**config.mk**
```make
export PLATFORM = sky130hd
export DESIGN_NAME = json_top_object_splitter
export DESIGN_NICKNAME = d
export VERILOG_FILES = /design/src/rtl/jtos_pkg.sv /design/src/rtl/jtos_scan.sv /design/src/rtl/jtos_outq.sv /design/src/rtl/json_top_object_splitter.sv
export SDC_FILE = /design/constraint.sdc
export NUM_CORES = 1
export LEC_CHECK = 0
export BUFFER_PORTS_ARGS = -buffer_cell sky130_fd_sc_hd__buf_2
export CORE_MARGIN = 2
export CORE_UTILIZATION = 55
export CTS_BUF_LIST = sky130_fd_sc_hd__clkbuf_8
export DETAILED_ROUTE_END_ITERATION = 7
export GPL_ROUTABILITY_DRIVEN = 1
export PLACE_DENSITY_LB_ADDON = 0.12
export SLEW_MARGIN = 20
export SYNTH_ARGS = -nofsm -noshare
export SYNTH_HDL_FRONTEND = slang
export SYNTH_SLANG_ARGS = --single-unit
```
**constraint.sdc**
```tcl
create_clock -name clock -period 4.9 [get_ports clock]
set_input_delay 0.245 -clock clock [delete_from_list [all_inputs] [get_ports clock]]
set_output_delay 0.245 -clock clock [all_outputs]
set_load 0.05 [all_outputs]
```
**src/rtl/jtos_pkg.sv**
```systemverilog
// jtos_pkg: shared constants and types for the JSON top-level object splitter.
// Used by jtos_scan, jtos_outq and json_top_object_splitter; no dependencies.

package jtos_pkg;

   // Field widths fixed by the result format
   localparam int POS_W   = 16;
   localparam int CNT_W   = 4;
   localparam int DEPTH_W = 16;

   // Parameter defaults
   localparam int BUF_BYTES_DEF   = 65536;
   localparam int MAX_OBJECTS_DEF = 8;

   // Reset value of the max_objects register
   localparam logic [CNT_W-1:0] MAX_OBJ_RESET = 4'd8;

   // Characters the scanner reacts to
   localparam logic [7:0] CH_OPEN   = 8'h7B;
   localparam logic [7:0] CH_CLOSE  = 8'h7D;
   localparam logic [7:0] CH_QUOTE  = 8'h22;
   localparam logic [7:0] CH_BSLASH = 8'h5C;

   // Result kinds
   localparam logic KIND_OBJECT  = 1'b0;
   localparam logic KIND_SUMMARY = 1'b1;

   // Nesting saturation bounds
   localparam logic signed [DEPTH_W-1:0] DEPTH_MAX = 16'sh7FFF;
   localparam logic signed [DEPTH_W-1:0] DEPTH_MIN = 16'sh8000;

   // All results caused by one input byte: an optional object, an optional summary.
   // The count is the same for both (found after this byte's object, if any).
   typedef struct packed {
      logic             has_obj;
      logic             has_sum;
      logic [POS_W-1:0] start_pos;
      logic [POS_W-1:0] end_pos;
      logic [CNT_W-1:0] count;
   } jtos_pair_type;

endpackage

```
**src/rtl/jtos_scan.sv**
```systemverilog
// jtos_scan: per-byte scanner state (position, nesting, string/escape flags, open object).
// Depends on jtos_pkg.

module jtos_scan #(
   parameter int BUF_BYTES   = jtos_pkg::BUF_BYTES_DEF,
   parameter int MAX_OBJECTS = jtos_pkg::MAX_OBJECTS_DEF
) (
   input  logic                         clock,
   input  logic                         reset,
   input  logic                         accept,
   input  logic [7:0]                   text_byte,
   input  logic                         final_byte,
   input  logic [jtos_pkg::CNT_W-1:0]   max_objects,
   output logic                         push,
   output jtos_pkg::jtos_pair_type      pair
);

   localparam logic [jtos_pkg::POS_W-1:0] POS_LAST = jtos_pkg::POS_W'(BUF_BYTES - 1);
   localparam int LIM_CAP = (MAX_OBJECTS > 15) ? 15 : MAX_OBJECTS;
   localparam logic [jtos_pkg::CNT_W-1:0] LIMIT_CAP = jtos_pkg::CNT_W'(LIM_CAP);

   logic [jtos_pkg::POS_W-1:0]          position_ff,   position_in;
   logic signed [jtos_pkg::DEPTH_W-1:0] nesting_ff,    nesting_in;
   logic                                in_string_ff,  in_string_in;
   logic                                escape_ff,     escape_in;
   logic [jtos_pkg::POS_W-1:0]          open_pos_ff,   open_pos_in;
   logic                                open_valid_ff, open_valid_in;
   logic [jtos_pkg::CNT_W-1:0]          found_ff,      found_in;
   logic                                halted_ff,     halted_in;

   logic [jtos_pkg::CNT_W-1:0]          limit;
   logic                                obj_hit;

   assign limit = (max_objects < LIMIT_CAP) ? max_objects : LIMIT_CAP;

   always_comb begin
      position_in   = position_ff;
      nesting_in    = nesting_ff;
      in_string_in  = in_string_ff;
      escape_in     = escape_ff;
      open_pos_in   = open_pos_ff;
      open_valid_in = open_valid_ff;
      found_in      = found_ff;
      halted_in     = halted_ff;
      obj_hit       = 1'b0;

      if (!halted_ff) begin
         if (in_string_ff) begin
            if (escape_ff) begin
               escape_in = 1'b0;
            end else if (text_byte == jtos_pkg::CH_BSLASH) begin
               escape_in = 1'b1;
            end else if (text_byte == jtos_pkg::CH_QUOTE) begin
               in_string_in = 1'b0;
            end
         end else if (text_byte == jtos_pkg::CH_QUOTE) begin
            in_string_in = 1'b1;
         end else if (text_byte == jtos_pkg::CH_OPEN) begin
            if (nesting_ff == '0) begin
               open_pos_in   = position_ff;
               open_valid_in = 1'b1;
            end
            if (nesting_ff != jtos_pkg::DEPTH_MAX) begin
               nesting_in = nesting_ff + 16'sd1;
            end
         end else if (text_byte == jtos_pkg::CH_CLOSE) begin
            if (nesting_ff != jtos_pkg::DEPTH_MIN) begin
               nesting_in = nesting_ff - 16'sd1;
            end
            if (nesting_in == '0 && open_valid_ff) begin
               if (found_ff < limit) begin
                  found_in      = found_ff + 4'd1;
                  obj_hit       = 1'b1;
                  open_valid_in = 1'b0;
               end else begin
                  halted_in = 1'b1;
               end
            end
         end
         if (position_ff != POS_LAST) begin
            position_in = position_ff + 16'd1;
         end
      end

      pair.has_obj   = obj_hit;
      pair.has_sum   = final_byte;
      pair.start_pos = open_pos_ff;
      pair.end_pos   = position_ff;
      pair.count     = found_in;
      push           = accept && (obj_hit || final_byte);

      // end of text: clear the scan for the next buffer
      if (final_byte) begin
         position_in   = '0;
         nesting_in    = '0;
         in_string_in  = 1'b0;
         escape_in     = 1'b0;
         open_pos_in   = '0;
         open_valid_in = 1'b0;
         found_in      = '0;
         halted_in     = 1'b0;
      end
   end

   always_ff @(posedge clock) begin
      if (reset) begin
         position_ff   <= '0;
         nesting_ff    <= '0;
         in_string_ff  <= 1'b0;
         escape_ff     <= 1'b0;
         open_pos_ff   <= '0;
         open_valid_ff <= 1'b0;
         found_ff      <= '0;
         halted_ff     <= 1'b0;
      end else if (accept) begin
         position_ff   <= position_in;
         nesting_ff    <= nesting_in;
         in_string_ff  <= in_string_in;
         escape_ff     <= escape_in;
         open_pos_ff   <= open_pos_in;
         open_valid_ff <= open_valid_in;
         found_ff      <= found_in;
         halted_ff     <= halted_in;
      end
   end

   ap_found_limit : assert property (@(posedge clock) disable iff (reset)
      (accept && pair.has_obj) |-> (pair.count <= limit && pair.count != '0))
      else $error("object count beyond limit");

   ap_escape_in_string : assert property (@(posedge clock) disable iff (reset)
      escape_ff |-> in_string_ff)
      else $error("escape pending outside a string");

   ap_halt_no_move : assert property (@(posedge clock) disable iff (reset)
      (halted_ff && accept && !final_byte) |=> $stable(position_ff))
      else $error("position moved while halted");

endmodule

```
**src/rtl/jtos_outq.sv**
```systemverilog
// jtos_outq: two-entry result queue; each entry holds one byte's results and is sent
// as one or two beats. Depends on jtos_pkg.

module jtos_outq (
   input  logic                         clock,
   input  logic                         reset,
   input  logic                         push,
   input  jtos_pkg::jtos_pair_type      pair,
   output logic                         full,
   output logic                         rsp_valid,
   input  logic                         rsp_stall,
   output logic                         rsp_kind,
   output logic [jtos_pkg::POS_W-1:0]   rsp_start_pos,
   output logic [jtos_pkg::POS_W-1:0]   rsp_end_pos,
   output logic [jtos_pkg::CNT_W-1:0]   rsp_object_count,
   output logic                         rsp_last_of_run
);

   jtos_pkg::jtos_pair_type entry_ff [2];
   logic       wr_ptr_ff, wr_ptr_in;
   logic       rd_ptr_ff, rd_ptr_in;
   logic [1:0] count_ff,  count_in;
   logic       phase_ff,  phase_in;

   jtos_pkg::jtos_pair_type head;
   logic show_obj;
   logic beat;
   logic pop;

   assign head      = entry_ff[rd_ptr_ff];
   assign full      = (count_ff == 2'd2);
   assign rsp_valid = (count_ff != 2'd0);
   assign show_obj  = head.has_obj && !phase_ff;

   assign rsp_kind         = show_obj ? jtos_pkg::KIND_OBJECT : jtos_pkg::KIND_SUMMARY;
   assign rsp_start_pos    = show_obj ? head.start_pos : '0;
   assign rsp_end_pos      = show_obj ? head.end_pos : '0;
   assign rsp_object_count = head.count;
   assign rsp_last_of_run  = !show_obj || !head.has_sum;

   assign beat = rsp_valid && !rsp_stall;
   assign pop  = beat && rsp_last_of_run;

   always_comb begin
      wr_ptr_in = push ? !wr_ptr_ff : wr_ptr_ff;
      rd_ptr_in = pop  ? !rd_ptr_ff : rd_ptr_ff;
      count_in  = count_ff + {1'b0, push} - {1'b0, pop};
      phase_in  = beat ? !rsp_last_of_run : phase_ff;
   end

   always_ff @(posedge clock) begin
      if (push) begin
         entry_ff[wr_ptr_ff] <= pair;
      end
   end

   always_ff @(posedge clock) begin
      if (reset) begin
         wr_ptr_ff <= 1'b0;
         rd_ptr_ff <= 1'b0;
         count_ff  <= 2'd0;
         phase_ff  <= 1'b0;
      end else begin
         wr_ptr_ff <= wr_ptr_in;
         rd_ptr_ff <= rd_ptr_in;
         count_ff  <= count_in;
         phase_ff  <= phase_in;
      end
   end

   ap_count_range : assert property (@(posedge clock) disable iff (reset)
      count_ff <= 2'd2)
      else $error("queue count out of range");

   ap_no_overflow : assert property (@(posedge clock) disable iff (reset)
      push |-> !full)
      else $error("push into full queue");

   ap_phase_pair : assert property (@(posedge clock) disable iff (reset)
      phase_ff |-> (rsp_valid && head.has_obj && head.has_sum))
      else $error("second beat pending without a two-result entry");

   ap_ptr_count : assert property (@(posedge clock) disable iff (reset)
      (count_ff == 2'd0 || count_ff == 2'd2) |-> (wr_ptr_ff == rd_ptr_ff))
      else $error("queue pointers disagree with count");

endmodule

```
**src/rtl/json_top_object_splitter.sv**
```systemverilog
// json_top_object_splitter: top level of the JSON top-level object splitter.
// Depends on jtos_pkg, jtos_scan and jtos_outq.
//
// Scans a JSON text one byte per req beat and reports each top-level {...} object as a
// rsp beat (kind 0) carrying the byte positions of its opening and closing braces and
// the running object count. Quoted strings and backslash escapes inside them are
// skipped. The byte with req_final_byte set produces a summary beat (kind 1) with the
// object count and then resets the scan for the next text; if it also closes an
// object, the object beat comes first and only the summary has rsp_last_of_run set.
// Once csr max_objects (capped at MAX_OBJECTS) objects have been reported, the next
// completed object halts the scan until the final byte. Positions saturate at
// BUF_BYTES-1 and the nesting depth saturates at the 16-bit signed limits. Rate: one
// byte per clock while req_stall is low; each byte is decoded combinationally against
// the scanner registers and its results go to a two-entry result queue. A byte that
// closes an object on the final byte needs two rsp beats, so a stream of such bytes
// can fill the queue; req_stall rises only when that queue is full. Write csr_wr_data
// only while the block is idle.

module json_top_object_splitter #(
   parameter int BUF_BYTES   = jtos_pkg::BUF_BYTES_DEF,
   parameter int MAX_OBJECTS = jtos_pkg::MAX_OBJECTS_DEF
) (
   input  logic                         clock,
   input  logic                         reset,

   // configuration: max_objects
   input  logic                         csr_wr_en,
   input  logic [jtos_pkg::CNT_W-1:0]   csr_wr_data,

   // input byte channel
   input  logic                         req_valid,
   output logic                         req_stall,
   input  logic [7:0]                   req_text_byte,
   input  logic                         req_final_byte,

   // result channel
   output logic                         rsp_valid,
   input  logic                         rsp_stall,
   output logic                         rsp_kind,
   output logic [jtos_pkg::POS_W-1:0]   rsp_start_pos,
   output logic [jtos_pkg::POS_W-1:0]   rsp_end_pos,
   output logic [jtos_pkg::CNT_W-1:0]   rsp_object_count,
   output logic                         rsp_last_of_run
);

   logic [jtos_pkg::CNT_W-1:0] max_objects_ff;
   logic                       req_accept;
   logic                       push;
   logic                       q_full;
   jtos_pkg::jtos_pair_type    pair;

   // hold the object limit; it is to be written only while idle, which the block itself does not enforce
   always_ff @(posedge clock) begin
      if (reset) begin
         max_objects_ff <= jtos_pkg::MAX_OBJ_RESET;
      end else if (csr_wr_en) begin
         max_objects_ff <= csr_wr_data;
      end
   end

   // stall the byte stream only while the result queue has no free entry
   assign req_stall  = q_full;
   assign req_accept = req_valid && !req_stall;

   // decode the byte and advance the scan state
   jtos_scan #(
      .BUF_BYTES   (BUF_BYTES),
      .MAX_OBJECTS (MAX_OBJECTS)
   ) u_scan (
      .clock       (clock),
      .reset       (reset),
      .accept      (req_accept),
      .text_byte   (req_text_byte),
      .final_byte  (req_final_byte),
      .max_objects (max_objects_ff),
      .push        (push),
      .pair        (pair)
   );

   // queue the byte's results and send them out one beat at a time
   jtos_outq u_outq (
      .clock            (clock),
      .reset            (reset),
      .push             (push),
      .pair             (pair),
      .full             (q_full),
      .rsp_valid        (rsp_valid),
      .rsp_stall        (rsp_stall),
      .rsp_kind         (rsp_kind),
      .rsp_start_pos    (rsp_start_pos),
      .rsp_end_pos      (rsp_end_pos),
      .rsp_object_count (rsp_object_count),
      .rsp_last_of_run  (rsp_last_of_run)
   );

   ap_summary_last : assert property (@(posedge clock) disable iff (reset)
      (rsp_valid && rsp_kind == jtos_pkg::KIND_SUMMARY) |-> rsp_last_of_run)
      else $error("summary beat without last_of_run");

   ap_push_needs_accept : assert property (@(posedge clock) disable iff (reset)
      push |-> req_accept)
      else $error("result queued without an accepted byte");

   ap_final_pushes : assert property (@(posedge clock) disable iff (reset)
      (req_accept && req_final_byte) |-> push)
      else $error("final byte produced no summary");

endmodule

```
==> flow_summary.json, run 1 <==
{
  "status": "finished clean",
  "max_freq_mhz": 243,
  "hp-class": "in -> reg",
  "worstPathMaxFanout": 14,
  "avgSynthCellArea_um2": 10.5,
  "dr.pass1.iters": 5,
  "period_needed_ps": 4120,
  "cts_setup_buffers": 0,
  "synth-xor-area-share_pct": 2.85,
  "core_area_mm2": 0.0126,
  "setup_viol": 0,
  "grt_usage_pct": 23.3,
  "cts.hold.buffers_added": 1,
  "worst_slew_pin_slew_ps": 986,
  "drv_cap": 0,
  "place_congestion": 0.902,
  "reg2reg_from": "u_scan.nesting_ff[0]$_SDFFE_PP0P_",
  "hold_start": "csr_wr_data[0]",
  "cts_root_buf": "clkbuf_8",
  "grt_pass1_vias": 5125,
  "synth_simple_gate_area_share_pct": 20.2,
  "drive_gt1_share_pct": 17.6,
  "grt_max_degree": 49,
  "clkSinkCount": 142,
  "synth_compound_area_share_pct": 13.2,
  "r2r-end": "u_outq.count_ff[1]$_SDFF_PP0_",
  "holdPathStages": 3,
  "cts_tree": "yes",
  "synth_ff_type": "edfxtp_1",
  "fin_skew_ps": 10.1,
  "synthesis.area_mm2": 0.00706,
  "synth_cells": 671,
  "dr.first_iter.drc_count": 362,
  "die_h_um": 117,
  "tns_ps": 0,
  "final_nets": 740,
  "rows": 41,
  "cts.path.max_buffers": 2,
  "dieArea_mm2": 0.0138,
  "area_growth_pct": 11.0,
  "viasPerCell": 5.93,
  "synth_top_family_by_area": "simple AND/OR/NAND/NOR gates",
  "antenna_found_initial": 0,
  "grt_pass1_wl_um": 25600,
  "avgRoutedWirePerCell_um": 17.6,
  "drc": 0,
  "r2r_slack_ps": 780,
  "wl_um": 15800,
  "io_pins": 58,
  "start_kind": "flip-flop",
  "h-tree-depth": 4,
  "post_cts_resized": 0,
  "synthArstFlopShare_pct": 0,
  "power.leakage_nw": 2.82,
  "synth_edf_count": 76,
  "port_buffers": 57,
  "finalCritPeriodShare_pct": 84.0,
  "numCtsBuffers": 17,
  "synth_adder_area_share_pct": 1.59,
  "insertion_delay_ps": 440,
  "power_density_mw_per_mm2": 409,
  "ys_seq_area_share_pct": 51.0,
  "yosys-mux-area-fraction_pct": 6.68,
  "rsz0062_at_grt": "no",
  "start_util_pct": 56.2,
  "ant_nets": 0,
  "diodes": 0,
  "die_w_um": 117,
  "crit_type": "reg -> reg",
  "synth_cell_types": 82,
  "end_kind": "flip-flop",
  "clk_pin_slew_worst_paths_ps": 80,
  "slew_headroom_pct": 33.4,
  "synth_nets": 698,
  "ys_warn_count": 0,
  "dp_hpwl_um": 10600,
  "cp.required_ps": 5220,
  "holdPathEnd": "max_objects_ff[0]$_SDFFE_PP0P_",
  "cp_data_arrival_time_ps": 4430,
  "dr_total_vias": 5323,
  "peakVddDrop_mv": 0.181,
  "reg2reg_depth": 14,
  "hold_viol_final": 0,
  "final_core_util_pct": 62.4,
  "maxSlewViolCount": 0,
  "grt_overflow": 0,
  "ys_ff_latch": 142
}
## registers in the layout, indices dropped and copies added, names as in the netlist, 2 cells and up, named ones only
| register | flops |
|---|---|
| u_scan.found_ff | 4 |
| u_scan.nesting_ff | 16 |
| u_outq.count_ff | 2 |
| max_objects_ff | 4 |
| u_scan.position_ff | 16 |
| u_scan.open_pos_ff | 16 |
| u_outq.entry_ff | 76 |
## final cells by class
type / instances / area, µm²
clock buffers: 19 / 262
clock inverters: 13 / 169
fillers: 1048 / 4730
inverters: 21 / 78.8
multi-input cells: 465 / 3150
flip-flops and latches: 142 / 3600
well taps: 172 / 215
repair buffers: 66 / 355
## logic make-up after synthesis
group	Yosys count
buf+inv	64
fa+ha+maj	9
xor+xnor	23
compound gates	119
flops	142
mux	46
simple gates	268
## cell usage in the layout (no fill, tap or decap), drive strengths merged, types with 6 or more instances in the layout
| master | netlist | routed |
|---|---|---|
| a31oi | 8 | 8 |
| dfxtp | 66 | 66 |
| or3 | 8 | 8 |
| nand3 | 21 | 21 |
| nor4 | 11 | 11 |
| a22oi | 17 | 17 |
| and3 | 8 | 8 |
| mux2 | 6 | 6 |
| mux2i | 40 | 40 |
| or4 | 7 | 7 |
| xor2 | 14 | 14 |
| xnor2 | 9 | 9 |
| o21ai | 13 | 13 |
| a21oi | 20 | 20 |
| and2 | 7 | 7 |
| buf | 12 | 65 |
| nor2b | 6 | 6 |
| o32ai | 6 | 6 |
| nor3 | 27 | 27 |
| clkbuf | 31 | 19 |
| nand2b | 6 | 6 |
| inv | 21 | 24 |
| nand2 | 26 | 26 |
| nand4 | 13 | 13 |
| edfxtp | 76 | 76 |
| ha | 9 | 9 |
| nor2 | 103 | 103 |
## worst max-delay path by stage
stage / cells after the start / start / slack [ps] / end
global route: 14 / u_scan.nesting_ff[0]$_SDFFE_PP0P_ / 580 / u_outq.count_ff[1]$_SDFF_PP0_
detailed placement: 14 / u_scan.nesting_ff[0]$_SDFFE_PP0P_ / 800 / u_outq.count_ff[1]$_SDFF_PP0_
CTS: 14 / u_scan.nesting_ff[0]$_SDFFE_PP0P_ / 780 / u_outq.count_ff[1]$_SDFF_PP0_
global placement: 14 / u_scan.nesting_ff[0]$_SDFFE_PP0P_ / 930 / u_outq.count_ff[1]$_SDFF_PP0_
floorplan: 11 / u_scan.nesting_ff[0]$_SDFFE_PP0P_ / 60 / u_outq.entry_ff[0][0]$_DFFE_PP_
finish: 14 / u_scan.nesting_ff[0]$_SDFFE_PP0P_ / 780 / u_outq.count_ff[1]$_SDFF_PP0_
## critical path: stages, from the launching register on
cell and delay (ps):
dfxtp_1 430, inv_1 150, ha_1 240, or3b_1 550, xnor2_1 180, or4_2 620, a2111oi_4 570, a31o_4 280
inv_2 60, ha_1 280, inv_1 60, ha_1 150, xor2_1 190, xnor2_1 160, nor2_1 60
## cell usage after synthesis (6+ instances only)
cell,count,area [µm²]
o21ai_0,8,40.0
or3_1,7,43.8
edfxtp_1,76,2280
nand3_1,19,95.1
and3_1,8,50.1
and2_1,7,43.8
nor3_1,26,130
a21oi_1,20,100
dfxtp_1,66,1320
o32ai_1,6,52.6
clkbuf_1,28,105
nand2b_1,6,37.5
nand2_1,26,97.6
mux2i_1,40,400
ha_1,9,113
nand4_1,13,81.3
nor4_1,9,56.3
a22oi_1,17,128
xor2_1,14,123
a31oi_1,8,50.1
nor2_1,101,379
xnor2_1,9,78.8
nor2b_1,6,37.5
inv_1,20,75.1
## metrics by stage
step / cells / instance area [µm²] / power [mW] / worst slack, ps / hold WS [ps]
3_3_place_gp: 865 / 7390 / 2.22 / 932 / 433
2_1_floorplan: 671 / 7060 / 2.06 / 55.9 / 344
5_1_grt: 898 / 7840 / 3.34 / 577 / 44.3
6_report: 898 / 7840 / 3.21 / 783 / 31.9
4_1_cts: 898 / 7840 / 3.23 / 778 / 17.4
3_5_place_dp: 865 / 7400 / 2.23 / 802 / 449
## per-layer routing
layer  track usage (%)  part of all wire [%]  routed length, µm
met1              28.9                    43               6750
met2              40.5                    51               8030
met3              4.43                   4.7                748
met4              8.43                   1.6                247
met5                 0                     0                  0
## report_power, final
group	leakage [nW]	switching [mW]	internal, mW
logic	1.33	0.597	0.248
clock network	0.221	0.434	0.574
registers	1.26	0.0432	1.31
Note: power is estimated with default switching activity, not from simulation.
==> run 2, diff against run 1 <==
==> constraint.sdc (replaced) <==
create_clock -name clock -period 3.6 [get_ports clock]
set_input_delay 0.18 -clock clock [delete_from_list [all_inputs] [get_ports clock]]
set_output_delay 0.18 -clock clock [all_outputs]
set_load 0.05 [all_outputs]
==> run 2 against run 1 <==
Compared with the run above: register-to-register slack got worse by 610 ps; final cell count is 2.9% higher; worst setup slack worse by 610 ps; die area is the same; sequential cell count unchanged; clock-buffer cell count fell by 2; worst hold slack lost 0.95 ps; combinational power increased by 44%; fmax increased by 20%; first-iteration DRC count is 5.8% higher; cell area up 2.5%.
==> flow_summary.json, run 2 (synthesized netlist as in run 1, its figures left out) <==
{
  "antenna_found_initial": 0,
  "period_needed_ps": 3420,
  "tns_ps": 0,
  "ant_nets": 0,
  "path_buf_inv": 5,
  "area_growth_pct": 13.7,
  "start_util_pct": 56.2,
  "dieArea_mm2": 0.0138,
  "dr.first_iter.drc_count": 383,
  "largest_reg_flops": 76,
  "dr_total_vias": 5550,
  "numCtsBuffers": 17,
  "dp_hpwl_um": 11500,
  "wl_um": 16800,
  "hold_viol_final": 0,
  "nFillCells": 1058,
  "power.leakage_nw": 2.93,
  "status": "finished clean",
  "h-tree-depth": 4,
  "crit_chain": "inv_2, ha_4, or3b_4, buf_4, o31ai_1, o21ai_4, nor4_4, buf_4, a31o_4, inv_2, ha_1, inv_1, ha_1, xor2_1, xnor2_1, nor2_1",
  "worstPathMaxFanout": 7,
  "drc": 0,
  "avgRoutedWirePerCell_um": 18.2,
  "crit_family": "simple AND/OR/NAND/NOR gates",
  "die_h_um": 117,
  "grt_max_degree": 48,
  "largest_register": "u_outq.entry_ff",
  "max_freq_mhz": 292,
  "diodes": 0,
  "maxSlewViolCount": 0,
  "most-common-layout-cells": "nor2_1 (100), edfxtp_1 (76), dfxtp_1 (64), buf_2 (57), mux2i_1 (40)",
  "clk_pin_slew_worst_paths_ps": 80,
  "setup_viol": 0,
  "final_nets": 766,
  "hold_start": "csr_wr_en",
  "finalCritPeriodShare_pct": 95.1,
  "critPathMaxStageDelay_ps": 430,
  "cts.path.max_buffers": 2,
  "mostFrequentLayoutCell": "nor2_1",
  "power_density_mw_per_mm2": 526,
  "end_kind": "flip-flop",
  "die_w_um": 117,
  "start_kind": "flip-flop",
  "worst_slew_pin_slew_ps": 1050,
  "insertion_delay_ps": 450,
  "hp-class": "in -> reg",
  "drv_cap": 0,
  "fin_skew_ps": 10.6,
  "crit_start": "u_scan.nesting_ff[1]$_SDFFE_PP0P_",
  "rows": 41,
  "power_mw": 4.22,
  "drive_gt1_share_pct": 21.4,
  "place_congestion": 0.887,
  "peakVddDrop_mv": 0.258,
  "multi_input_area_mm2": 0.00319,
  "rsz0062_at_grt": "no",
  "grt_pass1_wl_um": 26900,
  "dr.pass1.iters": 5,
  "cp_data_arrival_time_ps": 3740,
  "regArea_mm2": 0.00361,
  "io_pins": 58,
  "port_buffers": 57,
  "clkSinkCount": 142,
  "slew_headroom_pct": 28.8,
  "crit_slowest_cell": "or3b_4",
  "cts_root_buf": "clkbuf_8",
  "grt_usage_pct": 24.4,
  "cp.required_ps": 3910,
  "core_area_mm2": 0.0126,
  "grt_overflow": 0,
  "viasPerCell": 6.01,
  "reg2reg_from": "u_scan.nesting_ff[1]$_SDFFE_PP0P_",
  "cts_tree": "yes",
  "grt_pass1_vias": 5367,
  "crit_type": "reg -> reg"
}
==> run 2: cell types whose count changed in the layout (fill, tap and decap cells not counted), sizes merged <==
| cell | before | now |
|---|---|---|
| buf | 65 | 88 |
| bufinv | 4 | 1 |
| dlygate4sd3 | 1 | 4 |
| clkbuf | 19 | 17 |
| clkinvlp | 1 | 3 |
| inv | 24 | 26 |
| clkinv | 5 | 6 |
==> run 2: per-layer routing <==
metal | global-route usage, % | wire length [µm] | up-vias
li1 | - | - | 2654
met1 | 30.2 | 7250 | 2682
met2 | 42.6 | 8590 | 178
met3 | 4.38 | 729 | 36
met4 | 9.26 | 246 | 0
met5 | 0 | 0 | -
==> run 2: area by class of cell <==
type                       instances  area share [%]
multi-input combinational        465            39.7
inverter                          21           0.982
clock buffer                      17            2.91
sequential                       142            44.9
clock inverter                    15            1.53
tap                              172            2.68
timing repair buffer              92            7.26
==> run 2: through the flow <==
step                      utilization (%)  hold slack (ps)  worst slack [ps]  cell area (µm²)  instances
after CTS                            63.4             13.1              49.5             7970        920
after global placement               60.3              404               167             7580        884
after floorplan                         -              279              9.77             7090        671
after global routing                 63.9             28.7              12.8             8030        924
after detailed placement             60.3              419              79.7             7580        884
final                                63.9             30.9               177             8030        924
==> run 2: final timing paths <==
kind                                                    endpoint  slack, ps  cells past startpoint
worst max register to register     u_outq.count_ff[1]$_SDFF_PP0_        180                     16
worst min-delay path              max_objects_ff[3]$_SDFFE_PP1P_         30                      2
worst min register to register  u_outq.entry_ff[0][30]$_DFFE_PP_        460                      0
worst max-delay path               u_outq.count_ff[1]$_SDFF_PP0_        180                     16
==> run 2: what timing repair did <==
| action | 4_1_cts | 5_1_grt |
|---|---|---|
| hold buffers | 4 | 0 |
| hold endpoints to repair | 4 | 0 |
| setup endpoints to repair | 0 | 45 |
| gates resized for setup | 0 | 6 |
| buffers inserted | 0 | 4 |
==> run 2: power by group <==
| group | switching, mW | total [mW] | internal, mW |
|---|---|---|---|
| combinational | 0.841 | 1.22 | 0.381 |
| clock | 0.629 | 1.17 | 0.541 |
| sequential | 0.0475 | 1.83 | 1.78 |
==> run 3, diff against run 2 <==
--- a/config.mk
+++ b/config.mk
@@ -6,8 +6,10 @@
 export NUM_CORES = 1
 export LEC_CHECK = 0
 export BUFFER_PORTS_ARGS = -buffer_cell sky130_fd_sc_hd__buf_2
+export CELL_PAD_IN_SITES_DETAIL_PLACEMENT = 0
+export CELL_PAD_IN_SITES_GLOBAL_PLACEMENT = 2
 export CORE_MARGIN = 2
-export CORE_UTILIZATION = 55
+export CORE_UTILIZATION = 41
 export CTS_BUF_LIST = sky130_fd_sc_hd__clkbuf_8
 export DETAILED_ROUTE_END_ITERATION = 7
 export GPL_ROUTABILITY_DRIVEN = 1
==> constraint.sdc (replaced) <==
create_clock -name clock -period 3.55 [get_ports clock]
set_input_delay 0.1775 -clock clock [delete_from_list [all_inputs] [get_ports clock]]
set_output_delay 0.1775 -clock clock [all_outputs]
set_load 0.05 [all_outputs]
==> run 3 against run 2 <==
Compared with the run above: non-clock buffer count up 8; clock power up 17%; clock skew up 2.3 ps; fmax up 2.3%; final cell count up 6.1%; sequential cell count unchanged; cell area up 2.3%; critical path type unchanged; first-iteration DRC count down 25%; total power up 6.1%.
==> flow_summary.json, run 3 (synthesized netlist as in run 1, its figures left out) <==
{
  "reg2reg_from": "u_scan.nesting_ff[1]$_SDFFE_PP0P_",
  "cts.path.max_buffers": 2,
  "end_kind": "flip-flop",
  "hp-class": "in -> reg",
  "peakVddDrop_mv": 0.219,
  "rows": 47,
  "dr.first_iter.drc_count": 289,
  "clkSinkCount": 142,
  "cp_data_arrival_time_ps": 3670,
  "avgRoutedWirePerCell_um": 17.9,
  "power.leakage_nw": 3.00,
  "final_nets": 774,
  "ant_nets": 0,
  "die_w_um": 135,
  "worstPathMaxFanout": 7,
  "cp.required_ps": 3870,
  "dr.pass1.iters": 5,
  "slew_headroom_pct": 29.9,
  "place_congestion": 0.828,
  "status": "finished clean",
  "port_buffers": 57,
  "finalCritPeriodShare_pct": 94.3,
  "dp.cells": 942,
  "mostFrequentLayoutCell": "nor2_1",
  "setup_viol": 0,
  "drive_gt1_share_pct": 22.0,
  "start_kind": "flip-flop",
  "grt_pass1_wl_um": 28000,
  "grt_overflow": 0,
  "post_dp_cell_area_mm2": 0.00772,
  "power_density_mw_per_mm2": 546,
  "numCtsBuffers": 17,
  "insertion_delay_ps": 440,
  "rsz0062_at_grt": "no",
  "max_freq_mhz": 299,
  "crit_family": "simple AND/OR/NAND/NOR gates",
  "crit_type": "reg -> reg",
  "viasPerCell": 5.61,
  "crit_chain": "inv_1, ha_4, or3b_4, xnor2_1, or4_4, a2111oi_4, a31o_4, inv_4, ha_1, inv_1, ha_1, xor2_1, xnor2_1, nor2_1",
  "largest_reg_flops": 76,
  "dp_slack_ps": 121,
  "fin_skew_ps": 12.9,
  "worst_slew_pin_slew_ps": 1040,
  "cts_root_buf": "clkbuf_8",
  "crit_start": "u_scan.nesting_ff[1]$_SDFFE_PP0P_",
  "dr_total_vias": 5498,
  "dieArea_mm2": 0.0183,
  "maxSlewViolCount": 0,
  "core_area_mm2": 0.0167,
  "path_buf_inv": 3,
  "final_area_mm2": 0.00821,
  "critPathMaxStageDelay_ps": 440,
  "fin_cells": 980,
  "grt_max_degree": 48,
  "area_growth_pct": 16.3,
  "period_needed_ps": 3350,
  "hold_viol_final": 0,
  "grt_usage_pct": 19.7,
  "h-tree-depth": 4,
  "largest_register": "u_outq.entry_ff",
  "tns_ps": 0,
  "io_pins": 58,
  "hold_start": "csr_wr_en",
  "final_core_util_pct": 49.2,
  "wl_um": 17600,
  "start_util_pct": 42.3,
  "cts_tree": "yes",
  "drc": 0,
  "layout_setup_ws_ps": 202,
  "most-common-layout-cells": "nor2_1 (100), edfxtp_1 (76), dfxtp_1 (64), buf_2 (57), mux2i_1 (40)",
  "diodes": 0,
  "die_h_um": 135,
  "antenna_found_initial": 0,
  "dp_hpwl_um": 12200,
  "clk_pin_slew_worst_paths_ps": 90,
  "grt_pass1_vias": 5231,
  "cts_setup_buffers": 0,
  "drv_cap": 0,
  "crit_slowest_cell": "or4_4"
}
[run 3: changes by cell type in the layout (fill, tap and decap cells not counted), sizes merged]
cell,previous run,this run
buf,88,94
bufinv,1,3
clkbuf,17,19
clkinv,6,4
clkinvlp,3,1
dlygate4sd3,4,6
[run 3: per-layer routing]
layer	track usage (%)	part of all wire (%)	vias to the layer above
met1	24.8	44	2685
li1	-	-	2675
met3	3.74	3.4	20
met2	34.4	51	118
met4	6.02	1.6	0
met5	0	0	-
[run 3: worst min-delay path: stages]
cell,delay (ps)
buf_2,140
mux2i_1,80
nor2_1,70
[run 3: path summary, 6_finish.rpt]
check                                endpoint  slack (ps)  depth (start not counted)
max             u_outq.count_ff[1]$_SDFF_PP0_         200                         14
max reg2reg     u_outq.count_ff[1]$_SDFF_PP0_         200                         14
min            max_objects_ff[2]$_SDFFE_PP0P_          60                          3
min reg2reg  u_outq.entry_ff[1][27]$_DFFE_PP_         470                          0
[run 3: area by class of cell]
class | count | area (µm²)
fillers | 1603 | 8490
flip-flops and latches | 142 | 3610
multi-input cells | 465 | 3180
repair buffers | 100 | 648
well taps | 220 | 275
clock buffers | 19 | 262
clock inverters | 13 | 160
inverters | 21 | 83.8
[run 3: what timing repair did]
action / CTS / global route
endpoints found under the hold margin: 5 / 0
endpoints found under the setup margin: 0 / 1
gates resized for setup: 0 / 2
hold buffers: 6 / 0
[run 3: power breakdown]
group	internal [mW]	switching (mW)	total, mW
combinational	0.392	0.859	1.25
sequential	1.81	0.0486	1.86
clock	0.737	0.638	1.37
total	2.94	1.55	4.48
[run 3: through the flow]
stage                     hold WS [ps]  power [mW]
after floorplan                    276        2.84
after global placement             401        3.14
after detailed placement           397        3.15
after CTS                         37.8        4.52
after global routing              61.2        4.69
final                             63.0        4.48
